$ cat config.mk
export PLATFORM = sky130hd
export DESIGN_NAME = ssp_ram
export DESIGN_NICKNAME = d
export VERILOG_FILES = /design/src/rtl/ssp_ram.sv
export SDC_FILE = /design/constraint.sdc
export NUM_CORES = 1
export LEC_CHECK = 0
export CAP_MARGIN = 20
export CORE_MARGIN = 2
export CORE_UTILIZATION = 44
export CTS_CLUSTER_SIZE = 30
export DETAILED_ROUTE_END_ITERATION = 6
export DONT_BUFFER_PORTS = 1
export PLACE_DENSITY = 0.55
export SYNTH_ARGS = -nofsm -noshare
export SYNTH_HDL_FRONTEND = slang
export SYNTH_SLANG_ARGS = --single-unit
$ cat constraint.sdc
create_clock -name clock -period 3.6 [get_ports clock]
set_input_delay 0.54 -clock clock [delete_from_list [all_inputs] [get_ports clock]]
set_output_delay 0.54 -clock clock [all_outputs]
set_load 0.05 [all_outputs]
$ cat src/rtl/ssp_ram.sv
// generic single-port-write ram with one registered read port
module ssp_ram #(
   parameter int WIDTH = 8,
   parameter int DEPTH = 16
) (
   input  logic                     clock,
   input  logic                     wr_en,
   input  logic [$clog2(DEPTH)-1:0] wr_addr,
   input  logic [WIDTH-1:0]         wr_data,
   input  logic                     rd_en,
   input  logic [$clog2(DEPTH)-1:0] rd_addr,
   output logic [WIDTH-1:0]         rd_data
);

   logic [WIDTH-1:0] mem_ff [DEPTH];
   logic [WIDTH-1:0] rd_data_ff;

   always_ff @(posedge clock) begin
      if (wr_en) begin
         mem_ff[wr_addr] <= wr_data;
      end
      if (rd_en) begin
         rd_data_ff <= mem_ff[rd_addr];
      end
   end

   assign rd_data = rd_data_ff;

endmodule

==> results.py, run 1 <==
metrics = {
    "run_status": {
        "status": "finished with violations",
        "violations": "design-rule violations",
    },
    "finish": {
        "n_antenna_cell": 0,
        "synthToLayoutAreaGrowth_pct": 11.4,
        "fillers": 925,
        "multiInputGateArea_um2": 1060,
        "seqCellArea_um2": 4080,
        "fin_util": 0.506,
        "drive_gt1_frac": 0.175,
        "nets": 261,
        "design_area_um2": 5830,
    },
    "synth": {
        "synth_top_area_share": 0.781,
        "yosys_warnings": 0,
        "synthTopCellsByArea": "edfxtp_1 78%, mux4_2 7.8%, mux4_1 7.0%",
        "ys_ff_latch": 136,
        "seq_area_frac_synth": 0.781,
        "synth_top_area_cell": "edfxtp_1",
        "synth_area_um2": 5230,
        "synth.distinct_cells": 18,
        "synth_nets": 248,
        "syn_area_per_cell_um2": 22.8,
        "syn_inst": 229,
    },
    "clock_tree": {
        "htreeDepth": 4,
        "cts_tree": "built",
        "clock_sinks": 136,
        "hold_buffers": 0,
        "cts_root_buffer": "clkbuf_16",
        "numCtsBuffers": 17,
        "clk_pin_slew_worst_paths_ns": 0.05,
        "ctsResizeCount": 0,
        "clk_latency_ns": 0.40,
        "clockBufferDepth": 2,
        "cts_setup_buffers": 0,
    },
    "critical_path": {
        "cp-end-kind": "flip-flop",
        "critPathTopFamily": "simple AND/OR/NAND/NOR gates",
        "crit_type": "in -> reg",
        "required_ns": 3.63,
        "arrival_ns": 1.64,
        "critPathSlowestCell": "nor2_1",
        "crit_buf_inv": 0,
        "worst_setup_path_start_kind": "input pin",
        "slowest_delay_ns": 0.59,
        "crit_chain": "or3b_2, nor2_1",
        "worstPathMaxFanout": 8,
    },
    "place": {
        "port_buffers": 0,
        "dpl_cell_area_um2": 5350,
        "dp_slack_ns": 1.55,
        "dp_hpwl_um": 5810,
        "globalplace.congestion": 0.728,
    },
    "global_routing": {
        "grt_max_degree": 33,
        "grt_pass1_wl_um": 14500,
        "busiest_layer": "met2",
        "globalRouteOverflowTotal": 0,
        "gr-usage-met1": 0.231,
        "grt_pass1_vias": 2350,
        "grt.met2_usage": 0.240,
        "grtUsageMet3": 0.0541,
        "grt_use_total": 0.164,
        "antenna_found_initial": 0,
    },
    "power_and_ir_drop": {
        "ir_worst_vdd_v": 0.000375,
        "power_density_nw_per_um2": 572,
        "p_leak_nw": 1.86,
    },
    "route": {
        "wl_per_cell_um": 24.4,
        "antenna_left": 0,
        "vias": 2284,
        "routed_wl_um": 9650,
        "drc": 3,
        "viasPerCell": 5.78,
        "firstDrtPassIters": 6,
        "drt_iter0_markers": 229,
    },
    "timing": {
        "worstMarginPinSlew_ns": 0.931,
        "skew_ns": 0.00497,
        "rsz0062_at_grt": "no",
        "setup_tns_ns": 0,
        "max_freq_mhz": 621,
        "drv_slew": 0,
        "period_share": 0.447,
        "setup_viol": 0,
        "fin_crit_ns": 1.61,
        "hold_viol_final": 0,
        "relSlewSlack": 0.377,
        "setup_ws_ns": 1.99,
    },
    "floorplanning": {
        "io_pins": 27,
        "die_y_um": 113,
        "core_area_um2": 11500,
        "core.rowCount": 39,
        "die_w_um": 113,
        "dieArea_um2": 12800,
        "start_util": 0.454,
    },
    "worst_hold_path": {
        "hold_path.class": "in -> reg",
    },
    "flow_run": {
        "cap_violations": 0,
    },
}
==> final cells by class <==
cell class	count	share of cell area
clock buffer	21	0.0756
clock inverter	8	0.00601
multi-input combinational	83	0.181
sequential	136	0.701
tap	143	0.0307
timing repair buffer	4	0.00515
==> synthesized netlist by cell type (all sizes together) <==
cell type / n
nand3: 1
clkdlybuf4s25: 3
a22oi: 16
nand2b: 2
and2: 1
or3b: 1
buf: 7
mux4: 32
edfxtp: 136
nor3: 4
nand2: 9
nand3b: 2
and2b: 1
nor2b: 1
nor2: 13
==> layout by cell type (no fill, tap or decap) <==
master / Yosys / final
clkbuf_1: 0 / 4
nand3b_1: 2 / 2
nand2_1: 9 / 9
clkbuf_16: 0 / 17
a22oi_1: 16 / 16
mux4_2: 18 / 18
clkinv_1: 0 / 4
and2b_1: 1 / 1
and2_1: 1 / 1
edfxtp_1: 136 / 136
nand2b_1: 2 / 2
nor3_1: 4 / 4
nand3_1: 1 / 1
mux4_1: 14 / 14
nor2_1: 13 / 13
buf_4: 1 / 4
or3b_2: 1 / 1
nor2b_1: 1 / 1
clkinv_2: 0 / 4
==> report_power, final <==
| group | internal [mW] | switching (mW) |
|---|---|---|
| sequential | 1.79 | 0.0357 |
| clock | 0.850 | 0.563 |
| combinational | 0.0505 | 0.0443 |
| total | 2.69 | 0.643 |
==> routing by layer <==
| layer | vias up | part of all wire |
|---|---|---|
| met3 | 10 | 0.044 |
| met5 | - | 0 |
| li1 | 1003 | - |
| met2 | 67 | 0.48 |
| met1 | 1204 | 0.46 |
| met4 | 0 | 0.015 |
==> stage by stage <==
step           instances  total power [mW]  hold slack, ns
2_1_floorplan        229              1.94           0.639
3_3_place_gp         366              1.95           0.640
3_5_place_dp         366              1.95           0.640
4_1_cts              395              3.36           0.212
5_1_grt              395              3.44           0.202
6_report             395              3.33           0.231
==> sequential cells by signal, indices dropped and copies added, names as in the netlist <==
signal	count
rd_data	8
mem_ff	128
==> path summary, 6_finish.rpt <==
path                                start                 endpoint  slack (ns)  cells after the start
hold / removal                 wr_data[5]  mem_ff[11][5]$_DFFE_PP_        0.23                      0
hold reg to reg   mem_ff[14][3]$_DFFE_PP_     rd_data[3]$_DFFE_PP_        0.74                      3
setup reg to reg   mem_ff[1][0]$_DFFE_PP_     rd_data[0]$_DFFE_PP_        2.03                      3
setup / recovery               wr_addr[2]   mem_ff[3][6]$_DFFE_PP_        1.99                      2
==> cells by family (layout without fill, tap and decap cells) <==
family / count (synthesis) / in the layout / share of synthesized area
muxes: 32 / 32 / 0.148
DFF: 136 / 136 / 0.781
and+or+nand+nor: 35 / 35 / 0.0314
AOI/OAI and AO/OA: 16 / 16 / 0.0230
buffers and inverters: 10 / 33 / 0.0165
==> worst register-to-register path, stage by stage, from the launching register on <==
cell,delay (ns)
edfxtp_1,0.37
mux4_1,0.52
a22oi_1,0.32
nand2_1,0.11
Power figures use the tool's default switching activity.
==> inputs of run 2 (changes only) <==
--- a/config.mk
+++ b/config.mk
@@ -11,7 +11,7 @@
 export CTS_CLUSTER_SIZE = 30
 export DETAILED_ROUTE_END_ITERATION = 6
 export DONT_BUFFER_PORTS = 1
-export PLACE_DENSITY = 0.55
+export PLACE_DENSITY = 0.57
 export SYNTH_ARGS = -nofsm -noshare
 export SYNTH_HDL_FRONTEND = slang
 export SYNTH_SLANG_ARGS = --single-unit
==> constraint.sdc (replaced) <==
create_clock -name clock -period 1.3 [get_ports clock]
set_input_delay 0.195 -clock clock [delete_from_list [all_inputs] [get_ports clock]]
set_output_delay 0.195 -clock clock [all_outputs]
set_load 0.05 [all_outputs]
==> run 2 against run 1 <==
The run ends with design-rule violations, negative setup slack left; wire length increased by 3.7%; sequential power rose to 2.8 times the previous value; combinational power rose to 4.2 times the previous value; non-clock buffer count increased by 22; worst setup slack got worse by 2.1 ns; flip-flop and latch count did not move; sequential share of layout area decreased by 4.5 points; global-route usage increased by 0.96 points; critical endpoint is now rd_data[5]$_DFFE_PP_.
==> results.py, run 2 (synthesis results as in run 1) <==
metrics = {
    "run_status": {
        "status": "finished with violations",
        "violations": "design-rule violations, negative setup slack",
    },
    "route": {
        "wl_per_cell_um": 23.8,
        "routed_wl_um": 10000,
        "drt_iter0_markers": 279,
        "drc": 2,
        "viasPerCell": 5.55,
        "firstDrtPassIters": 6,
        "vias": 2329,
        "antenna_left": 0,
    },
    "clock_tree": {
        "cts_tree": "built",
        "htreeDepth": 4,
        "numCtsBuffers": 17,
        "clk_pin_slew_worst_paths_ns": 0.05,
        "cts_setup_buffers": 0,
        "clk_latency_ns": 0.40,
        "clock_sinks": 136,
        "clockBufferDepth": 2,
        "cts_root_buffer": "clkbuf_16",
    },
    "global_routing": {
        "grt_use_total": 0.173,
        "grt_pass1_vias": 2519,
        "antenna_found_initial": 0,
        "grt_max_degree": 33,
        "grt_pass1_wl_um": 15400,
        "globalRouteOverflowTotal": 0,
    },
    "critical_path": {
        "crit_type": "reg -> reg",
        "crit_buf_inv": 0,
        "critPathTopFamily": "multiplexers",
        "critPathSlowestCell": "mux4_2",
        "crit_chain": "mux4_2, a22oi_2, nand2_1",
        "arrival_ns": 1.54,
        "worstPathMaxFanout": 1,
        "cp_num_cells": 3,
        "worst_setup_path_start_kind": "flip-flop",
        "cp-startpoint": "mem_ff[11][5]$_DFFE_PP_",
        "reg2reg_from": "mem_ff[11][5]$_DFFE_PP_",
        "required_ns": 1.44,
        "cp-end-kind": "flip-flop",
        "ff2ff_path_depth": 3,
        "slowest_delay_ns": 0.49,
    },
    "timing": {
        "relSlewSlack": 0.322,
        "max_freq_mhz": 715,
        "fin_crit_ns": 1.40,
        "rsz0062_at_grt": "yes",
        "skew_ns": 0.00610,
        "setup_ws_ns": -0.0980,
        "hold_viol_final": 0,
        "worstMarginPinSlew_ns": 1.01,
        "drv_slew": 0,
        "setup_tns_ns": -0.568,
        "period_share": 1.08,
        "setup_viol": 8,
    },
    "finish": {
        "seqCellArea_um2": 4080,
        "nets": 283,
        "largest_reg_flops": 128,
        "n_antenna_cell": 0,
        "regMostFlops": "mem_ff",
        "layout_common_cells": "136 x edfxtp_1, 32 x mux4_2, 17 x clkbuf_16, 12 x buf_4",
        "final_common_cell": "edfxtp_1",
        "fillers": 868,
        "synthToLayoutAreaGrowth_pct": 19.1,
        "drive_gt1_frac": 0.329,
        "fin_util": 0.541,
        "multiInputGateArea_um2": 1090,
        "final_cell_count_no_fill": 420,
    },
    "place": {
        "placed_cells": 379,
        "dp_hpwl_um": 5980,
        "dp_slack_ns": -0.221,
        "port_buffers": 0,
        "globalplace.congestion": 0.675,
    },
    "floorplanning": {
        "die_y_um": 113,
        "core_area_um2": 11500,
        "io_pins": 27,
        "dieArea_um2": 12800,
        "start_util": 0.454,
        "core.rowCount": 39,
        "die_w_um": 113,
    },
    "worst_hold_path": {
        "hold_path_depth": 2,
        "min_from": "wr_addr[1]",
        "hold_path.class": "in -> reg",
    },
    "power_and_ir_drop": {
        "power_density_nw_per_um2": 1640,
        "power.total_mw": 10.2,
        "ir_worst_vdd_v": 0.000763,
        "p_leak_nw": 1.99,
    },
    "flow_run": {
        "cap_violations": 0,
    },
}
[run 2: cell types whose count changed in the layout (fill, tap and decap cells not counted), moves of 2 or more]
cell	previous run	this run
buf_4	4	12
nor3_2	0	3
nor2_1	13	10
mux4_2	18	32
bufinv_16	0	4
buf_12	0	5
nor3_1	4	0
mux4_1	14	0
clkinv_2	4	2
dlygate4sd3_1	0	9
nor2_2	0	3
a22oi_1	16	6
a22oi_2	0	10
[run 2: repair_timing]
item / CTS / global route
gates resized for setup: 6 / 5
hold buffers: 9 / 0
setup endpoints to repair: 9 / 10
pin swaps: 3 / 5
hold endpoints to repair: 136 / 0
[run 2: final cells by class]
type / instances / share of cell area
clock inverters: 12 / 0.0251
flip-flops and latches: 136 / 0.656
well taps: 143 / 0.0287
clock buffers: 20 / 0.0701
repair buffers: 26 / 0.0450
multi-input cells: 83 / 0.175
[run 2: stage by stage]
| step | hold slack, ns | instance area, µm² |
|---|---|---|
| after CTS | 0.0963 | 6200 |
| after global routing | 0.100 | 6230 |
| final | 0.120 | 6230 |
| after detailed placement | 0.295 | 5500 |
| after global placement | 0.295 | 5500 |
| after floorplan | 0.294 | 5250 |
[run 2: worst reg2reg max path: cells and delay by family (launching register included)]
kind	cells	cell delay [ns]
compound gates	1	0.19
mux	1	0.49
simple gates	1	0.09
flops	1	0.37
[run 2: metal layers]
metal,vias to the layer above,track usage,part of all wire
li1,1042,-,-
met1,1212,0.245,0.43
met2,69,0.257,0.50
met3,6,0.0466,0.061
met4,0,0.0748,0.0087
met5,-,0,0
[run 2: report_power, final]
group          leakage (nW)  switching (mW)  total, mW  internal [mW]
Sequential             1.24          0.0949       5.04           4.95
Combinational         0.467           0.205      0.397          0.192
Clock                 0.285            1.60       4.76           3.16
Total                  1.99            1.90       10.2           8.30
[run 2: worst paths after layout]
kind	to	slack (ns)
worst max register to register	rd_data[5]$_DFFE_PP_	-0.1
worst min register to register	rd_data[2]$_DFFE_PP_	0.76
worst max-delay path	rd_data[5]$_DFFE_PP_	-0.1
worst min-delay path	mem_ff[0][3]$_DFFE_PP_	0.12
==> inputs of run 3 (changes only) <==
--- a/config.mk
+++ b/config.mk
@@ -11,7 +11,7 @@
 export CTS_CLUSTER_SIZE = 30
 export DETAILED_ROUTE_END_ITERATION = 6
 export DONT_BUFFER_PORTS = 1
-export PLACE_DENSITY = 0.57
+export PLACE_DENSITY = 0.55
 export SYNTH_ARGS = -nofsm -noshare
 export SYNTH_HDL_FRONTEND = slang
 export SYNTH_SLANG_ARGS = --single-unit
==> constraint.sdc (replaced) <==
create_clock -name clock -period 1.4 [get_ports clock]
set_input_delay 0.21 -clock clock [delete_from_list [all_inputs] [get_ports clock]]
set_output_delay 0.21 -clock clock [all_outputs]
set_load 0.05 [all_outputs]
==> run 3 against run 2 <==
The run still ends with design-rule violations, negative setup slack left; first-iteration DRC count fell by 35%; sequential power fell by 6.9%; register-to-register slack improved by 0.05 ns; maximum frequency fell by 3.1%; die area did not move; utilization fell by 1.4 points; flip-flop and latch count did not move.
==> results.py, run 3 (synthesis results as in run 1) <==
metrics = {
    "route": {
        "firstDrtPassIters": 7,
        "antenna_left": 0,
        "wl_per_cell_um": 24.2,
        "drc": 6,
        "drt_iter0_markers": 180,
        "routed_wl_um": 10100,
        "vias": 2319,
        "viasPerCell": 5.55,
    },
    "place": {
        "globalplace.congestion": 0.705,
        "dp_hpwl_um": 6120,
        "placed_cells": 378,
        "dpl_cell_area_um2": 5410,
        "port_buffers": 0,
    },
    "power_and_ir_drop": {
        "switchingPower_mw": 1.78,
        "swShare": 0.199,
        "power_density_nw_per_um2": 1470,
        "power.share.clock": 0.435,
        "seqPwrFrac": 0.524,
        "ir_worst_vdd_v": 0.000758,
        "comb_power_share": 0.041,
        "p_int_mw": 7.16,
        "p_leak_nw": 1.93,
        "power.total_mw": 8.94,
    },
    "timing": {
        "setup_ws_ns": -0.0432,
        "skew_ns": 0.00847,
        "max_freq_mhz": 693,
        "fin_crit_ns": 1.44,
        "hold_viol_final": 0,
        "worstMarginPinSlew_ns": 0.960,
        "drv_slew": 0,
        "setup_viol": 3,
        "rsz0062_at_grt": "yes",
        "period_share": 1.03,
        "relSlewSlack": 0.359,
    },
    "worst_hold_path": {
        "hold_path_depth": 2,
        "holdPathEnd": "mem_ff[4][4]$_DFFE_PP_",
        "min_from": "wr_addr[1]",
        "hold_path.class": "in -> reg",
    },
    "critical_path": {
        "ff2ff_path_depth": 3,
        "cp-end-kind": "flip-flop",
        "required_ns": 1.54,
        "arrival_ns": 1.58,
        "reg2reg_from": "mem_ff[8][6]$_DFFE_PP_",
        "r2r_end": "rd_data[6]$_DFFE_PP_",
        "worst_setup_path_start_kind": "flip-flop",
        "r2r_slack_ns": -0.04,
        "worstPathMaxFanout": 1,
        "cp-startpoint": "mem_ff[8][6]$_DFFE_PP_",
        "crit_type": "reg -> reg",
    },
    "global_routing": {
        "grt_use_total": 0.175,
        "antenna_found_initial": 1,
        "grt_pass1_wl_um": 15500,
        "grt_pass1_vias": 2469,
        "grt_max_degree": 33,
        "globalRouteOverflowTotal": 0,
    },
    "clock_tree": {
        "clock_sinks": 136,
        "clk_latency_ns": 0.40,
        "htreeDepth": 4,
        "numCtsBuffers": 17,
        "cts_tree": "built",
        "clk_pin_slew_worst_paths_ns": 0.05,
        "cts_root_buffer": "clkbuf_16",
        "cts_setup_buffers": 0,
        "clockBufferDepth": 2,
    },
    "finish": {
        "drive_gt1_frac": 0.321,
        "nets": 282,
        "fin_util": 0.527,
        "largest_reg_flops": 128,
        "design_area_um2": 6070,
        "fillers": 900,
        "final_common_cell": "edfxtp_1",
        "layout_common_cells": "136 x edfxtp_1, 32 x mux4_2, 17 x clkbuf_16, 16 x buf_4, 13 x nor2_1",
        "synthToLayoutAreaGrowth_pct": 16.1,
        "final_cell_count_no_fill": 418,
        "regMostFlops": "mem_ff",
    },
    "floorplanning": {
        "core.rowCount": 39,
        "io_pins": 27,
        "core_area_um2": 11500,
        "start_util": 0.454,
        "die_w_um": 113,
        "die_y_um": 113,
        "dieArea_um2": 12800,
    },
    "run_status": {
        "status": "finished with violations",
        "violations": "design-rule violations, negative setup slack",
    },
    "flow_run": {
        "cap_violations": 0,
    },
}
run 3: cell types whose count changed in the layout (fill, tap and decap cells not counted), moves of 2 or more:
cell       before  now
clkinv_2        2    4
nor2_1         10   13
buf_4          12   16
clkinv_4        0    2
buf_12          5    0
clkinv_1        5    2
nor2_2          3    0
bufinv_16       4    1
run 3: worst max-delay path by stage:
| stage | to | slack, ns | depth (start not counted) |
|---|---|---|---|
| floorplan | mem_ff[3][0]$_DFFE_PP_ | -0.08 | 2 |
| finish | rd_data[6]$_DFFE_PP_ | -0.04 | 3 |
| global route | rd_data[6]$_DFFE_PP_ | -0.07 | 3 |
| detailed placement | rd_data[5]$_DFFE_PP_ | -0.09 | 3 |
| global placement | rd_data[2]$_DFFE_PP_ | -0.07 | 3 |
| CTS | rd_data[6]$_DFFE_PP_ | -0.04 | 3 |
run 3: through the flow:
stage	hold slack, ns	TNS [ns]	setup WS (ns)
detailed placement	0.310	-0.612	-0.0934
CTS	0.167	-0.139	-0.0422
global placement	0.310	-0.602	-0.0651
floorplan	0.309	-2.37	-0.0761
finish	0.177	-0.0789	-0.0432
global route	0.163	-0.348	-0.0722
run 3: final cells by class:
cell class              count  area [µm²]  area share
repair buffers             25         210      0.0346
flip-flops and latches    136        4080       0.673
clock inverters            10        82.6      0.0136
multi-input cells          83        1070       0.177
diodes                      1        2.50    0.000412
clock buffers              20         437      0.0719
well taps                 143         179      0.0295
run 3: what timing repair did:
action | 4_1_cts | 5_1_grt
resized for setup | 9 | 3
pin swaps | 2 | 3
setup endpoints to repair | 8 | 8
endpoints found under the hold margin | 136 | 0
hold buffers | 9 | 0
run 3: routing by layer:
| layer | global-route usage | share of wire |
|---|---|---|
| met1 | 0.247 | 0.46 |
| met2 | 0.260 | 0.48 |
| met3 | 0.0584 | 0.042 |
| met4 | 0.0561 | 0.010 |
| met5 | 0 | 0 |
run 3: worst max-delay path, stage by stage, from the launching register on:
cell and delay (ns):
edfxtp_1 0.38, mux4_2 0.49, a22oi_2 0.20, nand2_1 0.11
run 3: power groups by stage:
stage	combinational [mW]	clock [mW]	sequential, mW
floorplan	0.253	0	4.76
global placement	0.263	0	4.77
detailed placement	0.265	0	4.77
CTS	0.365	3.98	4.69
global route	0.392	4.16	4.69
finish	0.364	3.89	4.69
